## src/rtl/serial_image_update_receiver_unit_defines.svh

```systemverilog
// Assertion macros for the serial image-update receiver.
// Used by rtl/serial_image_update_receiver_unit.sv; expects clk and rst_n in scope.
`ifndef SERIAL_IMAGE_UPDATE_RECEIVER_UNIT_DEFINES_SVH
`define SERIAL_IMAGE_UPDATE_RECEIVER_UNIT_DEFINES_SVH

// plain property checked on every clock outside reset
`define SIUR_ASSERT(lbl, prop, msg) \
    lbl: assert property (@(posedge clk) disable iff (!rst_n) (prop)) else $error(msg);

// antecedent implies consequent in the same cycle
`define SIUR_ASSERT_IMPL(lbl, ante, cons, msg) \
    lbl: assert property (@(posedge clk) disable iff (!rst_n) (ante) |-> (cons)) else $error(msg);

`endif

```

## src/rtl/siur_pkg.sv

```systemverilog
// Package for the serial image-update receiver: types, codes, reset values, CRC.
// No dependencies.
`timescale 1ns / 1ps
package siur_pkg;

    localparam int DEF_CHUNK_BYTES = 256;
    localparam int RES_MAX         = 6;

    localparam logic [24:0] MAX_BYTES_RST   = 25'd131072;
    localparam logic [15:0] PROMPT_TO_RST   = 16'd1000;
    localparam logic [15:0] HEADER_TO_RST   = 16'd2000;
    localparam logic [15:0] CHUNK_TO_RST    = 16'd5000;

    localparam logic [7:0]  CH_PROMPT  = 8'h3F;
    localparam logic [7:0]  CH_REQ     = 8'h55;
    localparam logic [7:0]  CH_N       = 8'h4E;
    localparam logic [7:0]  CH_O       = 8'h4F;
    localparam logic [7:0]  CH_K       = 8'h4B;
    localparam logic [7:0]  CH_R       = 8'h52;
    localparam logic [7:0]  CH_A       = 8'h41;
    localparam logic [7:0]  HDR_MAGIC  = 8'hB2;
    localparam logic [31:0] CRC_POLY   = 32'h04C11DB7;

    typedef enum logic [1:0] {
        REG_MAX_BYTES  = 2'd0,
        REG_PROMPT_TO  = 2'd1,
        REG_HEADER_TO  = 2'd2,
        REG_CHUNK_TO   = 2'd3
    } cfg_reg_t;

    typedef enum logic [1:0] {
        OP_START = 2'd0,
        OP_BYTE  = 2'd1,
        OP_TICK  = 2'd2,
        OP_FLASH = 2'd3
    } op_t;

    typedef enum logic [1:0] {
        K_TX      = 2'd0,
        K_ERASE   = 2'd1,
        K_PROGRAM = 2'd2,
        K_END     = 2'd3
    } kind_t;

    typedef enum logic [5:0] {
        PH_IDLE     = 6'b000001,
        PH_WAIT_REQ = 6'b000010,
        PH_HEADER   = 6'b000100,
        PH_ERASE    = 6'b001000,
        PH_CHUNK    = 6'b010000,
        PH_PROGRAM  = 6'b100000
    } phase_t;

    localparam logic [3:0] C_VERIFIED   = 4'd0;
    localparam logic [3:0] C_NO_REPLY   = 4'd1;
    localparam logic [3:0] C_NOT_REQ    = 4'd2;
    localparam logic [3:0] C_HDR_TO     = 4'd3;
    localparam logic [3:0] C_BAD_MAGIC  = 4'd4;
    localparam logic [3:0] C_BAD_SIZE   = 4'd5;
    localparam logic [3:0] C_ERASE_FAIL = 4'd6;
    localparam logic [3:0] C_CHUNK_TO   = 4'd7;
    localparam logic [3:0] C_PROG_FAIL  = 4'd8;
    localparam logic [3:0] C_CRC_BAD    = 4'd9;

    // MSB-first CRC-32 over one word; unrolls to a flat XOR network
    function automatic logic [31:0] crc_word(input logic [31:0] crc, input logic [31:0] word);
        logic [31:0] c;
        c = crc ^ word;
        for (int i = 0; i < 32; i++) begin
            c = c[31] ? ({c[30:0], 1'b0} ^ CRC_POLY) : {c[30:0], 1'b0};
        end
        return c;
    endfunction

endpackage

```

## src/rtl/siur_ram.sv

```systemverilog
// Generic single-write, single-read RAM with registered read data.
// No dependencies.
`timescale 1ns / 1ps
module siur_ram #(
    parameter int WIDTH = 32,
    parameter int DEPTH = 64
) (
    input  logic                                   clk,
    input  logic                                   we,
    input  logic [((DEPTH > 1) ? $clog2(DEPTH) : 1)-1:0] waddr,
    input  logic [WIDTH-1:0]                       wdata,
    input  logic [((DEPTH > 1) ? $clog2(DEPTH) : 1)-1:0] raddr,
    output logic [WIDTH-1:0]                       rdata
);
    logic [WIDTH-1:0] mem [DEPTH];

    always_ff @(posedge clk)
    begin
        if (we)
        begin
            mem[waddr] <= wdata;
        end
        rdata <= mem[raddr];
    end
endmodule

```

## src/rtl/serial_image_update_receiver_unit.sv

```systemverilog
// Serial image-update receiver: top level, session control and result queue.
// Depends on siur_pkg, siur_ram and serial_image_update_receiver_unit_defines.svh.
//
// Usage:
//   Input stream s_*: one transfer per event (start, received byte, tick,
//   flash done), op on s_tuser. Output stream m_*: result items, kind on
//   m_tuser, m_tlast marks the final result of one input transfer.
//   cfg_we/cfg_addr/cfg_wdata write the four setup registers while idle.
//   Each input transfer is processed in the cycle it is accepted and its
//   results (0 to 6) are held in a small result queue; the first result is
//   on m_* in the next cycle, the rest follow one per cycle while m_tready is high.
//   Throughput: a new input is accepted in the cycle the last queued result
//   transfers, so inputs with no or one result flow at one per cycle while
//   m_tready is high.
//   The chunk buffer is a RAM with registered read; a program command's
//   data comes from that read port or, after a same-address write, a bypass register.
//   Reset: idle phase, empty queue, registers at their defaults.
//   When m_tready is low the queue holds and s_tready drops until the
//   final queued result is taken.
`timescale 1ns / 1ps
`include "serial_image_update_receiver_unit_defines.svh"
module serial_image_update_receiver_unit #(
    parameter int CHUNK_BYTES = siur_pkg::DEF_CHUNK_BYTES
) (
    input  logic         clk,
    input  logic         rst_n,
    input  logic         s_tvalid,
    output logic         s_tready,
    input  logic [47:0]  s_tdata,   // data_byte, slot, current_version, flash_ok, zero pad
    input  logic [1:0]   s_tuser,   // op
    output logic         m_tvalid,
    input  logic         m_tready,
    output logic [167:0] m_tdata,   // tx_byte, dest_slot, word_offset, word_data,
                                    // end_cause, image_size, image_crc, image_version, pad
    output logic [1:0]   m_tuser,   // kind
    output logic         m_tlast,
    input  logic         cfg_we,
    input  logic [1:0]   cfg_addr,
    input  logic [24:0]  cfg_wdata
);
    import siur_pkg::*;

    localparam int CW  = CHUNK_BYTES / 4;
    localparam int CAP = CW * 4;
    localparam int LW  = $clog2(CAP + 1);
    localparam int PW  = $clog2(CW + 1);
    localparam int AW  = (CW > 1) ? $clog2(CW) : 1;

    // configuration
    logic [24:0] max_bytes_reg;
    logic [15:0] prompt_to_reg, header_to_reg, chunk_to_reg;

    // session state
    phase_t      phase_reg, phase_next;
    logic        sslot_reg, sslot_next;
    logic [15:0] wait_reg, wait_next;
    logic [3:0]  hcnt_reg, hcnt_next;
    logic [7:0]  hmagic_reg, hmagic_next;
    logic [31:0] hsize_reg, hsize_next;
    logic [31:0] hcrc_reg, hcrc_next;
    logic [31:0] hver_reg, hver_next;
    logic [24:0] rcvd_reg, rcvd_next;
    logic [LW-1:0] clen_reg, clen_next;
    logic [LW-1:0] fill_reg, fill_next;
    logic [PW-1:0] pidx_reg, pidx_next;
    logic [31:0] crc_reg, crc_next;
    logic [23:0] asm_reg, asm_next;

    // result queue
    logic [2:0]  qcnt_reg, qcnt_n;
    logic [2:0]  qidx_reg;
    kind_t       qkind_reg [RES_MAX];
    logic [7:0]  qbyte_reg [RES_MAX];
    kind_t       qkind_n [RES_MAX];
    logic [7:0]  qbyte_n [RES_MAX];
    logic        pslot_reg, pslot_next;
    logic [23:0] poff_reg, poff_next;
    logic [3:0]  pcause_reg, pcause_next;
    logic [31:0] psize_reg, psize_next;
    logic [31:0] pcrc_reg, pcrc_next;
    logic [31:0] pver_reg, pver_next;

    // chunk RAM
    logic          ram_we;
    logic [AW-1:0] ram_waddr, ram_raddr;
    logic [31:0]   ram_wdata, ram_q, word_cur;
    logic          byp_reg;
    logic [31:0]   byp_data_reg;

    // input fields
    op_t         in_op;
    logic [7:0]  in_byte;
    logic        in_slot;
    logic [31:0] in_ver;
    logic        in_ok;

    logic s_acc, m_acc, q_last;

    assign in_op   = op_t'(s_tuser);
    assign in_byte = s_tdata[7:0];
    assign in_slot = s_tdata[8];
    assign in_ver  = s_tdata[40:9];
    assign in_ok   = s_tdata[41];

    assign m_tvalid = (qcnt_reg != 3'd0);
    assign q_last   = (qidx_reg == qcnt_reg - 3'd1);
    assign m_acc    = m_tvalid && m_tready;
    assign s_tready = !m_tvalid || (q_last && m_tready);
    assign s_acc    = s_tvalid && s_tready;

    assign word_cur = byp_reg ? byp_data_reg : ram_q;

    siur_ram #(.WIDTH(32), .DEPTH(CW)) u_chunk_ram (
        .clk   (clk),
        .we    (ram_we),
        .waddr (ram_waddr),
        .wdata (ram_wdata),
        .raddr (ram_raddr),
        .rdata (ram_q)
    );

    always_comb
    begin
        logic [2:0]  k;
        logic        tick_hit;
        logic [15:0] wait_inc, lim;
        logic [31:0] remain;
        logic [31:0] crc_w;
        logic [PW-1:0] pinc;
        logic [24:0] rsum;
        logic        fin_end;
        logic [3:0]  fin_cause;

        phase_next  = phase_reg;
        sslot_next  = sslot_reg;
        wait_next   = wait_reg;
        hcnt_next   = hcnt_reg;
        hmagic_next = hmagic_reg;
        hsize_next  = hsize_reg;
        hcrc_next   = hcrc_reg;
        hver_next   = hver_reg;
        rcvd_next   = rcvd_reg;
        clen_next   = clen_reg;
        fill_next   = fill_reg;
        pidx_next   = pidx_reg;
        crc_next    = crc_reg;
        asm_next    = asm_reg;
        pslot_next  = sslot_reg;
        poff_next   = 24'd0;
        pcause_next = C_VERIFIED;
        psize_next  = 32'd0;
        pcrc_next   = 32'd0;
        pver_next   = 32'd0;
        ram_we      = 1'b0;
        ram_waddr   = fill_reg[AW+1:2];
        ram_wdata   = {in_byte, asm_reg};
        k           = 3'd0;
        fin_end     = 1'b0;
        fin_cause   = C_VERIFIED;
        for (int i = 0; i < RES_MAX; i++)
        begin
            qkind_n[i] = K_TX;
            qbyte_n[i] = 8'd0;
        end

        wait_inc = (wait_reg == 16'hFFFF) ? wait_reg : wait_reg + 16'd1;
        case (phase_reg)
            PH_WAIT_REQ: lim = prompt_to_reg;
            PH_HEADER:   lim = header_to_reg;
            default:     lim = chunk_to_reg;
        endcase
        tick_hit = (wait_inc >= lim);
        crc_w    = crc_word(crc_reg, word_cur);
        pinc     = pidx_reg + PW'(1);
        rsum     = rcvd_reg + 25'(clen_reg);
        remain   = hsize_reg;

        if (s_acc)
        begin
            case (in_op)
                OP_START:
                begin
                    sslot_next  = in_slot;
                    wait_next   = 16'd0;
                    hcnt_next   = 4'd0;
                    hmagic_next = 8'd0;
                    hsize_next  = 32'd0;
                    hcrc_next   = 32'd0;
                    hver_next   = 32'd0;
                    rcvd_next   = 25'd0;
                    clen_next   = '0;
                    fill_next   = '0;
                    pidx_next   = '0;
                    crc_next    = 32'hFFFFFFFF;
                    qbyte_n[0]  = CH_PROMPT;
                    qbyte_n[1]  = in_ver[7:0];
                    qbyte_n[2]  = in_ver[15:8];
                    qbyte_n[3]  = in_ver[23:16];
                    qbyte_n[4]  = in_ver[31:24];
                    qbyte_n[5]  = {7'd0, in_slot};
                    k           = 3'd6;
                    phase_next  = PH_WAIT_REQ;
                end
                OP_BYTE:
                begin
                    case (phase_reg)
                        PH_WAIT_REQ:
                        begin
                            if (in_byte == CH_REQ)
                            begin
                                phase_next = PH_HEADER;
                                wait_next  = 16'd0;
                                hcnt_next  = 4'd0;
                            end
                            else
                            begin
                                fin_end   = 1'b1;
                                fin_cause = C_NOT_REQ;
                            end
                        end
                        PH_HEADER:
                        begin
                            case (hcnt_reg)
                                4'd0:  hmagic_next = in_byte;
                                4'd1:  hsize_next[7:0]   = in_byte;
                                4'd2:  hsize_next[15:8]  = in_byte;
                                4'd3:  hsize_next[23:16] = in_byte;
                                4'd4:  hsize_next[31:24] = in_byte;
                                4'd5:  hcrc_next[7:0]    = in_byte;
                                4'd6:  hcrc_next[15:8]   = in_byte;
                                4'd7:  hcrc_next[23:16]  = in_byte;
                                4'd8:  hcrc_next[31:24]  = in_byte;
                                4'd9:  hver_next[7:0]    = in_byte;
                                4'd10: hver_next[15:8]   = in_byte;
                                4'd11: hver_next[23:16]  = in_byte;
                                4'd12: hver_next[31:24]  = in_byte;
                                default: hmagic_next = hmagic_reg;
                            endcase
                            hcnt_next = hcnt_reg + 4'd1;
                            if (hcnt_reg == 4'd12)
                            begin
                                if (hmagic_next != HDR_MAGIC)
                                begin
                                    qbyte_n[0] = CH_N;
                                    qbyte_n[1] = CH_O;
                                    k          = 3'd2;
                                    fin_end    = 1'b1;
                                    fin_cause  = C_BAD_MAGIC;
                                end
                                else if (hsize_next == 32'd0
                                         || hsize_next > {7'd0, max_bytes_reg}
                                         || hsize_next[1:0] != 2'd0)
                                begin
                                    qbyte_n[0] = CH_N;
                                    qbyte_n[1] = CH_O;
                                    k          = 3'd2;
                                    fin_end    = 1'b1;
                                    fin_cause  = C_BAD_SIZE;
                                end
                                else
                                begin
                                    qbyte_n[0] = CH_O;
                                    qbyte_n[1] = CH_K;
                                    qkind_n[2] = K_ERASE;
                                    k          = 3'd3;
                                    phase_next = PH_ERASE;
                                end
                            end
                        end
                        PH_CHUNK:
                        begin
                            case (fill_reg[1:0])
                                2'd0:    asm_next[7:0]   = in_byte;
                                2'd1:    asm_next[15:8]  = in_byte;
                                2'd2:    asm_next[23:16] = in_byte;
                                default: ram_we = 1'b1;
                            endcase
                            fill_next = fill_reg + LW'(1);
                            if (fill_next >= clen_reg)
                            begin
                                pidx_next  = '0;
                                phase_next = PH_PROGRAM;
                                qkind_n[0] = K_PROGRAM;
                                k          = 3'd1;
                                poff_next  = rcvd_reg[23:0];
                            end
                        end
                        default: k = 3'd0;
                    endcase
                end
                OP_TICK:
                begin
                    if (phase_reg == PH_WAIT_REQ || phase_reg == PH_HEADER
                        || phase_reg == PH_CHUNK)
                    begin
                        wait_next = wait_inc;
                        if (tick_hit)
                        begin
                            fin_end = 1'b1;
                            case (phase_reg)
                                PH_WAIT_REQ: fin_cause = C_NO_REPLY;
                                PH_HEADER:   fin_cause = C_HDR_TO;
                                default:     fin_cause = C_CHUNK_TO;
                            endcase
                        end
                    end
                end
                default:
                begin
                    if (phase_reg == PH_ERASE)
                    begin
                        if (in_ok)
                        begin
                            qbyte_n[0] = CH_R;
                            k          = 3'd1;
                            rcvd_next  = 25'd0;
                            crc_next   = 32'hFFFFFFFF;
                            remain     = hsize_reg;
                            clen_next  = (remain < 32'(CAP)) ? remain[LW-1:0] : LW'(CAP);
                            fill_next  = '0;
                            pidx_next  = '0;
                            wait_next  = 16'd0;
                            phase_next = PH_CHUNK;
                        end
                        else
                        begin
                            fin_end   = 1'b1;
                            fin_cause = C_ERASE_FAIL;
                        end
                    end
                    else if (phase_reg == PH_PROGRAM)
                    begin
                        if (!in_ok)
                        begin
                            fin_end   = 1'b1;
                            fin_cause = C_PROG_FAIL;
                        end
                        else
                        begin
                            crc_next  = crc_w;
                            pidx_next = pinc;
                            if (LW'({pinc, 2'b00}) < clen_reg)
                            begin
                                qkind_n[0] = K_PROGRAM;
                                k          = 3'd1;
                                poff_next  = rcvd_reg[23:0] + 24'({pinc, 2'b00});
                            end
                            else
                            begin
                                rcvd_next  = rsum;
                                qbyte_n[0] = CH_A;
                                k          = 3'd1;
                                if ({7'd0, rsum} >= hsize_reg)
                                begin
                                    fin_end   = 1'b1;
                                    fin_cause = (crc_w == hcrc_reg) ? C_VERIFIED : C_CRC_BAD;
                                end
                                else
                                begin
                                    remain     = hsize_reg - {7'd0, rsum};
                                    clen_next  = (remain < 32'(CAP)) ? remain[LW-1:0]
                                                                     : LW'(CAP);
                                    fill_next  = '0;
                                    pidx_next  = '0;
                                    wait_next  = 16'd0;
                                    phase_next = PH_CHUNK;
                                end
                            end
                        end
                    end
                end
            endcase

            if (fin_end)
            begin
                qkind_n[k]  = K_END;
                k           = k + 3'd1;
                pcause_next = fin_cause;
                phase_next  = PH_IDLE;
                if (fin_cause != C_NO_REPLY && fin_cause != C_NOT_REQ
                    && fin_cause != C_HDR_TO)
                begin
                    psize_next = hsize_next;
                    pcrc_next  = hcrc_next;
                    pver_next  = hver_next;
                end
            end
        end

        pslot_next = sslot_next;
        qcnt_n     = k;
        ram_raddr  = pidx_next[AW-1:0];
    end

    always_ff @(posedge clk or negedge rst_n)
    begin
        if (!rst_n)
        begin
            max_bytes_reg <= MAX_BYTES_RST;
            prompt_to_reg <= PROMPT_TO_RST;
            header_to_reg <= HEADER_TO_RST;
            chunk_to_reg  <= CHUNK_TO_RST;
            phase_reg     <= PH_IDLE;
            sslot_reg     <= 1'b0;
            wait_reg      <= 16'd0;
            hcnt_reg      <= 4'd0;
            hmagic_reg    <= 8'd0;
            hsize_reg     <= 32'd0;
            hcrc_reg      <= 32'd0;
            hver_reg      <= 32'd0;
            rcvd_reg      <= 25'd0;
            clen_reg      <= '0;
            fill_reg      <= '0;
            pidx_reg      <= '0;
            crc_reg       <= 32'hFFFFFFFF;
            qcnt_reg      <= 3'd0;
            qidx_reg      <= 3'd0;
        end
        else
        begin
            if (cfg_we)
            begin
                case (cfg_reg_t'(cfg_addr))
                    REG_MAX_BYTES: max_bytes_reg <= cfg_wdata;
                    REG_PROMPT_TO: prompt_to_reg <= cfg_wdata[15:0];
                    REG_HEADER_TO: header_to_reg <= cfg_wdata[15:0];
                    REG_CHUNK_TO:  chunk_to_reg  <= cfg_wdata[15:0];
                    default:       chunk_to_reg  <= chunk_to_reg;
                endcase
            end
            phase_reg  <= phase_next;
            sslot_reg  <= sslot_next;
            wait_reg   <= wait_next;
            hcnt_reg   <= hcnt_next;
            hmagic_reg <= hmagic_next;
            hsize_reg  <= hsize_next;
            hcrc_reg   <= hcrc_next;
            hver_reg   <= hver_next;
            rcvd_reg   <= rcvd_next;
            clen_reg   <= clen_next;
            fill_reg   <= fill_next;
            pidx_reg   <= pidx_next;
            crc_reg    <= crc_next;
            if (s_acc)
            begin
                qcnt_reg <= qcnt_n;
                qidx_reg <= 3'd0;
            end
            else if (m_acc)
            begin
                if (q_last)
                begin
                    qcnt_reg <= 3'd0;
                    qidx_reg <= 3'd0;
                end
                else
                begin
                    qidx_reg <= qidx_reg + 3'd1;
                end
            end
        end
    end

    // payload: no reset
    always_ff @(posedge clk)
    begin
        asm_reg      <= asm_next;
        byp_reg      <= ram_we && (ram_waddr == ram_raddr);
        byp_data_reg <= ram_wdata;
        if (s_acc)
        begin
            for (int i = 0; i < RES_MAX; i++)
            begin
                qkind_reg[i] <= qkind_n[i];
                qbyte_reg[i] <= qbyte_n[i];
            end
            pslot_reg  <= pslot_next;
            poff_reg   <= poff_next;
            pcause_reg <= pcause_next;
            psize_reg  <= psize_next;
            pcrc_reg   <= pcrc_next;
            pver_reg   <= pver_next;
        end
    end

    kind_t out_kind;
    assign out_kind = qkind_reg[qidx_reg];
    assign m_tuser  = out_kind;
    assign m_tlast  = q_last;
    assign m_tdata  = {
        3'd0,
        (out_kind == K_END) ? pver_reg : 32'd0,
        (out_kind == K_END) ? pcrc_reg : 32'd0,
        (out_kind == K_END) ? psize_reg : 32'd0,
        (out_kind == K_END) ? pcause_reg : 4'd0,
        (out_kind == K_PROGRAM) ? word_cur : 32'd0,
        (out_kind == K_PROGRAM) ? poff_reg : 24'd0,
        (out_kind != K_TX) ? pslot_reg : 1'b0,
        qbyte_reg[qidx_reg]
    };

    `SIUR_ASSERT(a_qcnt_range, qcnt_reg <= 3'd6, "result queue count out of range")
    `SIUR_ASSERT_IMPL(a_qidx_in_range, m_tvalid, qidx_reg < qcnt_reg,
        "result index beyond queue count")
    `SIUR_ASSERT_IMPL(a_prog_index, phase_reg == PH_PROGRAM,
        LW'({pidx_reg, 2'b00}) < clen_reg, "program index beyond chunk length")
    `SIUR_ASSERT_IMPL(a_fill_bound, phase_reg == PH_CHUNK, fill_reg < clen_reg,
        "chunk fill reached length while collecting")
endmodule

```

## config.mk

```make
export PLATFORM = sky130hd
export DESIGN_NAME = serial_image_update_receiver_unit
export DESIGN_NICKNAME = d
export VERILOG_FILES = /design/src/rtl/siur_pkg.sv /design/src/rtl/siur_ram.sv /design/src/rtl/serial_image_update_receiver_unit.sv
export VERILOG_INCLUDE_DIRS = /design/src /design/src/rtl
export SDC_FILE = /design/constraint.sdc
export NUM_CORES = 2
export LEC_CHECK = 0
export BUFFER_PORTS_ARGS = -buffer_cell sky130_fd_sc_hd__buf_2
export CORE_MARGIN = 2
export CORE_UTILIZATION = 63
export DETAILED_ROUTE_END_ITERATION = 12
export PLACE_DENSITY = 0.8
export SYNTH_ARGS = -nofsm -noshare
export SYNTH_HDL_FRONTEND = slang
export SYNTH_SLANG_ARGS = --single-unit
```

## constraint.sdc

```tcl
create_clock -name clk -period 9.4 [get_ports clk]
set_clock_uncertainty 0.15 [all_clocks]
set_input_delay 2.82 -clock clk [delete_from_list [all_inputs] [get_ports clk]]
set_output_delay 2.82 -clock clk [all_outputs]
set_load 0.02 [all_outputs]
```

Yosys cells after proc, flatten, opt, wreduce, memory -nomap -nowiden
Memory sizes are Yosys's and may differ from the RTL's. A register that Yosys moved wholly into a read port is not among the register bits.
Cells that the tools add are included.
{ "word_totals": {"ff_bits": 474, "ramBits": 2108, "in_bits": 82, "output_inout_bits": 173, "wordCells": 445, "memories": 3} }
{ "op_classes": {"n_addsub": 10, "order_cmp": 9, "eq_ne": 66, "n_mux": 240, "bitwise": 37, "reduce_logical": 49} }
{ "memory_table": {"columns": ["memory", "words", "width", "rd", "rd_ports_with_merged_regs", "write_ports", "line", "source"], "rows": [
  ["u_chunk_ram.mem", 64, 32, 1, 1, 1, "siur_ram.sv:15", "logic [WIDTH-1:0] mem [DEPTH];"],
  ["qbyte_reg", 6, 8, 1, 0, 6, "serial_image_update_receiver_unit.sv:73", "logic [7:0] qbyte_reg [RES_MAX];"],
  ["qkind_reg", 6, 2, 1, 0, 6, "serial_image_update_receiver_unit.sv:72", "kind_t qkind_reg [RES_MAX];"]
]} }
{ "op_table": {"columns": ["operator", "count"], "rows": [
  ["$mux W27", 32],
  ["$not A14 Y14", 32],
  ["$mux W32", 13],
  ["$pmux W32 S2", 4],
  ["$mux W8", 30],
  ["$mux W24", 7],
  ["$mux W16", 10],
  ["$mux W9", 17],
  ["$mux W25", 5],
  ["$mux W7", 12],
  ["$mux W6", 13],
  ["$lt A32 B9 Y1 const B", 2],
  ["$pmux W25 S2", 1],
  ["$mux W48", 1],
  ["$pmux W16 S3", 1],
  ["$pmux W24 S2", 1],
  ["$mux W3", 14],
  ["$ne A5 B2 Y1 const B", 8],
  ["$mux W4", 9],
  ["$pmux W6 S3", 2],
  ["$mux W1", 35],
  ["$eq A32 B32 Y1", 1],
  ["$ge A25 B32 Y1", 1],
  ["$gt A32 B25 Y1", 1],
  ["other kinds (79)", 159]
]} }

Logic depth before layout (Yosys ltp)
{ "logic_depth": {"depth_word": 79, "depth_mapped": 40, "mapped_depth_nobuf": 36} }

By module
A second synthesis with hierarchy kept.
{ "hier_totals": {"hier_cells": 6826, "area_unflattened_um2": 111660.8} }
{ "by_module_without_submodules": {"columns": ["module", "n_inst", "cells_each", "area_per_inst_um2", "seq_area_each_um2"], "rows": [
  ["siur_ram", 1, 3511, 79039.6, 62139.6],
  ["serial_image_update_receiver_unit", 1, 3315, 32621.3, 13917.1]
]} }

Worst setup path before layout
Ideal clock, no wire load.
{ "synth_path": {"kind": "input to register", "start": "input port m_tready", "end": "register hcrc_reg[1]", "setup_ps": 131, "arrival_ps": 10143, "t_required_ps": 9119, "setup_slack_ps": -1024, "path_stages": 8, "path_buffers": 2, "cell_sequence": "nand2_1 > nand2_1 > nand2_1 > inv_1 > clkbuf_1 > clkbuf_1 > o21ai_0 > a22o_1"} }
{ "synth_between": {"elab_chain_cells": 3} }
{ "synth_lines": {"columns": ["item", "line", "source"], "rows": [
  ["start, declared", "serial_image_update_receiver_unit.sv:32", "input logic m_tready,"],
  ["$logic_and A1 B1 Y1", "serial_image_update_receiver_unit.sv:108", "assign s_tready = !m_tvalid || (q_last && m_tready);"],
  ["$logic_or A1 B1 Y1", "serial_image_update_receiver_unit.sv:108", null],
  ["named net s_tready", "serial_image_update_receiver_unit.sv:28", "output logic s_tready,"],
  ["$logic_and A1 B1 Y1", "serial_image_update_receiver_unit.sv:109", "assign s_acc = s_tvalid && s_tready;"],
  ["named net s_acc", "serial_image_update_receiver_unit.sv:97", "logic s_acc, m_acc, q_last;"],
  ["end signal, assigned", "serial_image_update_receiver_unit.sv:437", "hcrc_reg <= hcrc_next;"],
  ["end, declared", "serial_image_update_receiver_unit.sv:60", "logic [31:0] hcrc_reg, hcrc_next;"]
]} }
The timed path passes the listed nets, and every way through them passes these cells.
A chain may end at the register's enable or synchronous reset.

Final worst setup path
{ "layout_path": {"start": "register clen_reg[0]", "end": "register u_chunk_ram.rdata[14] (read register of u_chunk_ram.mem)"} }
{ "layout_between": {"elab_chain_cells": 9, "word_cells_on_any_way": 13, "classes_between": "add/sub: 1; order compare: 3; mux: 9"} }
{ "layout_lines": {"columns": ["item", "line", "source"], "rows": [
  ["start, declared", "serial_image_update_receiver_unit.sv:63", "logic [LW-1:0] clen_reg, clen_next;"],
  ["start signal, assigned", "serial_image_update_receiver_unit.sv:440", "clen_reg <= clen_next;"],
  ["$add A25 B9 Y25", "serial_image_update_receiver_unit.sv:175", "rsum = rcvd_reg + 25'(clen_reg);"],
  ["$ge A25 B32 Y1", "serial_image_update_receiver_unit.sv:353", "if ({7'd0, rsum} >= hsize_reg)"],
  ["$mux W7", "serial_image_update_receiver_unit.sv:353", null],
  ["$mux W7", "serial_image_update_receiver_unit.sv:342", "if (LW'({pinc, 2'b00}) < clen_reg)"],
  ["$mux W7", "serial_image_update_receiver_unit.sv:333", "if (!in_ok)"],
  ["$mux W7", "serial_image_update_receiver_unit.sv:331", "else if (phase_reg == PH_PROGRAM)"],
  ["$mux W7", "serial_image_update_receiver_unit.sv:310", "if (phase_reg == PH_ERASE)"],
  ["$pmux W7 S3 *", "serial_image_update_receiver_unit.sv:180", "case (in_op)"],
  ["$mux W6 *", "serial_image_update_receiver_unit.sv:178", "if (s_acc)"],
  ["end, declared", "siur_ram.sv:13", "output logic [WIDTH-1:0] rdata"]
]} }
Every way passes the cells marked *; elsewhere a longest branch is shown, timed or not. The select of a mux whose other input is x is not followed.

==> summary.md <==
| Metric | Value |
|---|---|
| Post-CTS setup buffer count | `0` |
| All-layer global routing usage | `35.7%` |
| Worst Tran Pin Value | `1.51 ns` |
| Count leader, synth | `edfxtp_1` |
| Die Ht | `424 microns` |
| Pins Over Slew Limit | `2` |
| Die width | `424 microns` |
| Antenna violations before repair | `13` |
| CP max FO | `101` |
| Vias/cell | `6.92` |
| Crit-path slowest cell | `o21ai_0` |
| CP startpoint kind | `register` |
| Setup violations, final | `0` |
| Syn avg cell area | `15.5 sq um` |
| Pin count of the biggest net entering global routing | `140` |
| Unrepaired setup endpoints after global routing | `no` |
| CP endpoint kind | `register` |
| Final #Nets | `7,643` |
| Core Region | `176,000 sq um` |
| Cells after synthesis | `7,148` |
| CTS Buf Count | `240` |
| Post-synthesis async set-or-reset flop share | `11.2%` |
| Max incr delay on CP | `0.59 ns` |
| Post-synthesis cell type count | `93` |
| Final antenna-violating net count | `0` |
| Reg2reg start | `clen_reg[0]` |
| Main synth FF type | `edfxtp_1` |
| GP Congestion | `0.926` |
| Std-Cell Rows | `154` |
| Synth Warn # | `0` |
| First-pass GRT wire length | `463 mm` |
| Outcome | `complete, but fails checks` |
| Top Ports | `255` |
| CP arrival | `9.64 ns` |
| Hold-fix buffers, CTS | `0` |
| Fmax | `0.111 GHz` |
| Filler instances | `10,600` |
| Yosys reg bits | `2,601` |
| Period utilization | `95.9%` |
| Iter 0 DRT Violations | `10,600` |
| Clk buf depth | `3` |
| Drt total wl | `321 mm` |
| Post-CTS Resized | `0` |
| Max reg flops | `2,048` |
| Clock Pin Slew Worst Setup and Hold Paths | `0.06 ns` |
| Failing checks | `capacitance limit, slew limit` |
| Max-cap viol count | `1` |
| Min-Delay Path Class | `reg -> reg` |
| Area delta synth->final | `12.2%` |
| Grt ovf | `0` |
| Hold Path Origin | `qcnt_reg[1]` |
| Cell type with the largest total area after synthesis | `edfxtp_1` |
| DIE AREA | `180,000 sq um` |
| Vias in the first global route | `68,200` |
| Post-synth EDFFs | `2,244` |
| Worst skew pair latency | `0.92 ns` |
| Setup TNS Final | `0 ns` |
| Starting Density | `63.2%` |
| DR vias | `69,200` |
| Worst Setup SP | `clen_reg[0]` |
| Synth cell count leaders | `edfxtp_1, nand2_1, mux4_2, clkbuf_1, nor2_1` |
| Dpl hpwl | `184 mm` |
| Yosys top cell area share | `60.7%` |
| Worst endpoint required time | `10.03 ns` |
| Post-synthesis sequential area ratio | `68.5%` |
| Mapped Area | `111,000 sq um` |
| CTS tree | `done` |
| Final hold vios | `0` |
| Wire per inst | `32.1 microns` |
| Worst slew margin | `-1.94%` |
| FF+latch area | `76,100 sq um` |
| Crit path kind | `reg -> reg` |
| Minimum clock period | `9.01 ns` |
| Clk sink count | `2,601` |
| Drt first pass iters | `8` |
| H-Tree Depth | `4` |
| CTS Root Cell | `clkbuf_16` |
| Share of layout cells above drive strength 1 | `19.8%` |
| Area taken by multi-input logic gates | `33,400 sq um` |
| Synth area leaders | `edfxtp_1, mux4_2, dfrtp_1` |
| Port bufs | `245` |
| DRC Markers | `0` |
cells in the final DEF (no fill, tap or decap), drive strengths merged, types with 65 or more instances in the layout:
cell       n
buf      469
a31oi     66
a22o      82
clkbuf   318
inv      133
and3     247
nand2    689
ha       116
a21oi    243
o22ai     69
xor2     107
nand4     72
edfxtp  2244
nand3    129
o21ai    286
clkinv    90
nor2     296
dfxtp     65
nor3     130
xnor2    222
and2      71
mux2i    160
dfrtp    241
mux4     413
path summary, 6_finish.rpt:
kind	end	slack (ns)	depth (start not counted)
hold reg to reg	qcnt_reg[1]	0.33	2
min in group asynchronous	header_to_reg[11]	1.83	1
max in group asynchronous	clen_reg[7]	5.92	2
setup reg to reg	u_chunk_ram.rdata[14]	0.39	36
setup / recovery	u_chunk_ram.rdata[14]	0.39	36
hold / removal	qcnt_reg[1]	0.33	2
kinds of logic (layout without fill, tap and decap cells):
kind of cell / after synthesis / in the layout / synth area share, %
DFF: 2601 / 2601 / 68.5
and+or+nand+nor: 1805 / 1805 / 7.81
AOI/OAI and AO/OA: 1079 / 1079 / 6.28
muxes: 627 / 627 / 10.4
buffers and inverters: 548 / 1053 / 1.98
xor gates and xnor gates: 368 / 368 / 3.70
adders and majority gates: 119 / 119 / 1.36
other: 1 / 14 / 0.00338
metrics by stage:
stage          setup WS (ns)  cells  hold WS [ns]  area, sq um  utilization, %
3_5_place_dp           0.646   9540         0.321       116000            66.1
6_report               0.385  10000         0.331       125000            70.9
3_3_place_gp           0.744   9540         0.317       116000            66.1
4_1_cts                0.569   9995         0.334       125000            70.9
5_1_grt               0.0181   9996         0.353       125000            70.9
2_1_floorplan           2.12   7150         0.300       111000               -
layout make-up:
cell class	count	area share, %
antenna	11	0.0221
clock buffer	318	5.23
clock inverter	137	1.45
inverter	129	0.405
multi-input combinational	4001	26.8
sequential	2601	61.1
tap	2340	2.35
timing repair buffer	469	2.64
routing by layer:
metal	wire length (microns)	vias to the layer above	GRT usage [%]	share of wire [%]
met5	39	-	0	0.012
met2	151000	5328	56.0	47
met1	110000	34600	45.6	34
met3	35900	1047	7.91	11
li1	-	28200	-	-
met4	23700	6	22.4	7.4
worst max-delay path: cells and delay by family (launching register included):
kind,cells,cell delay (ns)
adders and majority gates,3,0.89
muxes,2,0.66
xor gates and xnor gates,1,0.21
AOI/OAI and AO/OA,18,3.79
DFF,1,0.48
and+or+nand+nor,8,1.53
buffers and inverters,4,1.08
Power is not shown: default switching activity piles up to over one toggle a cycle in this logic, so the estimate is an artifact.
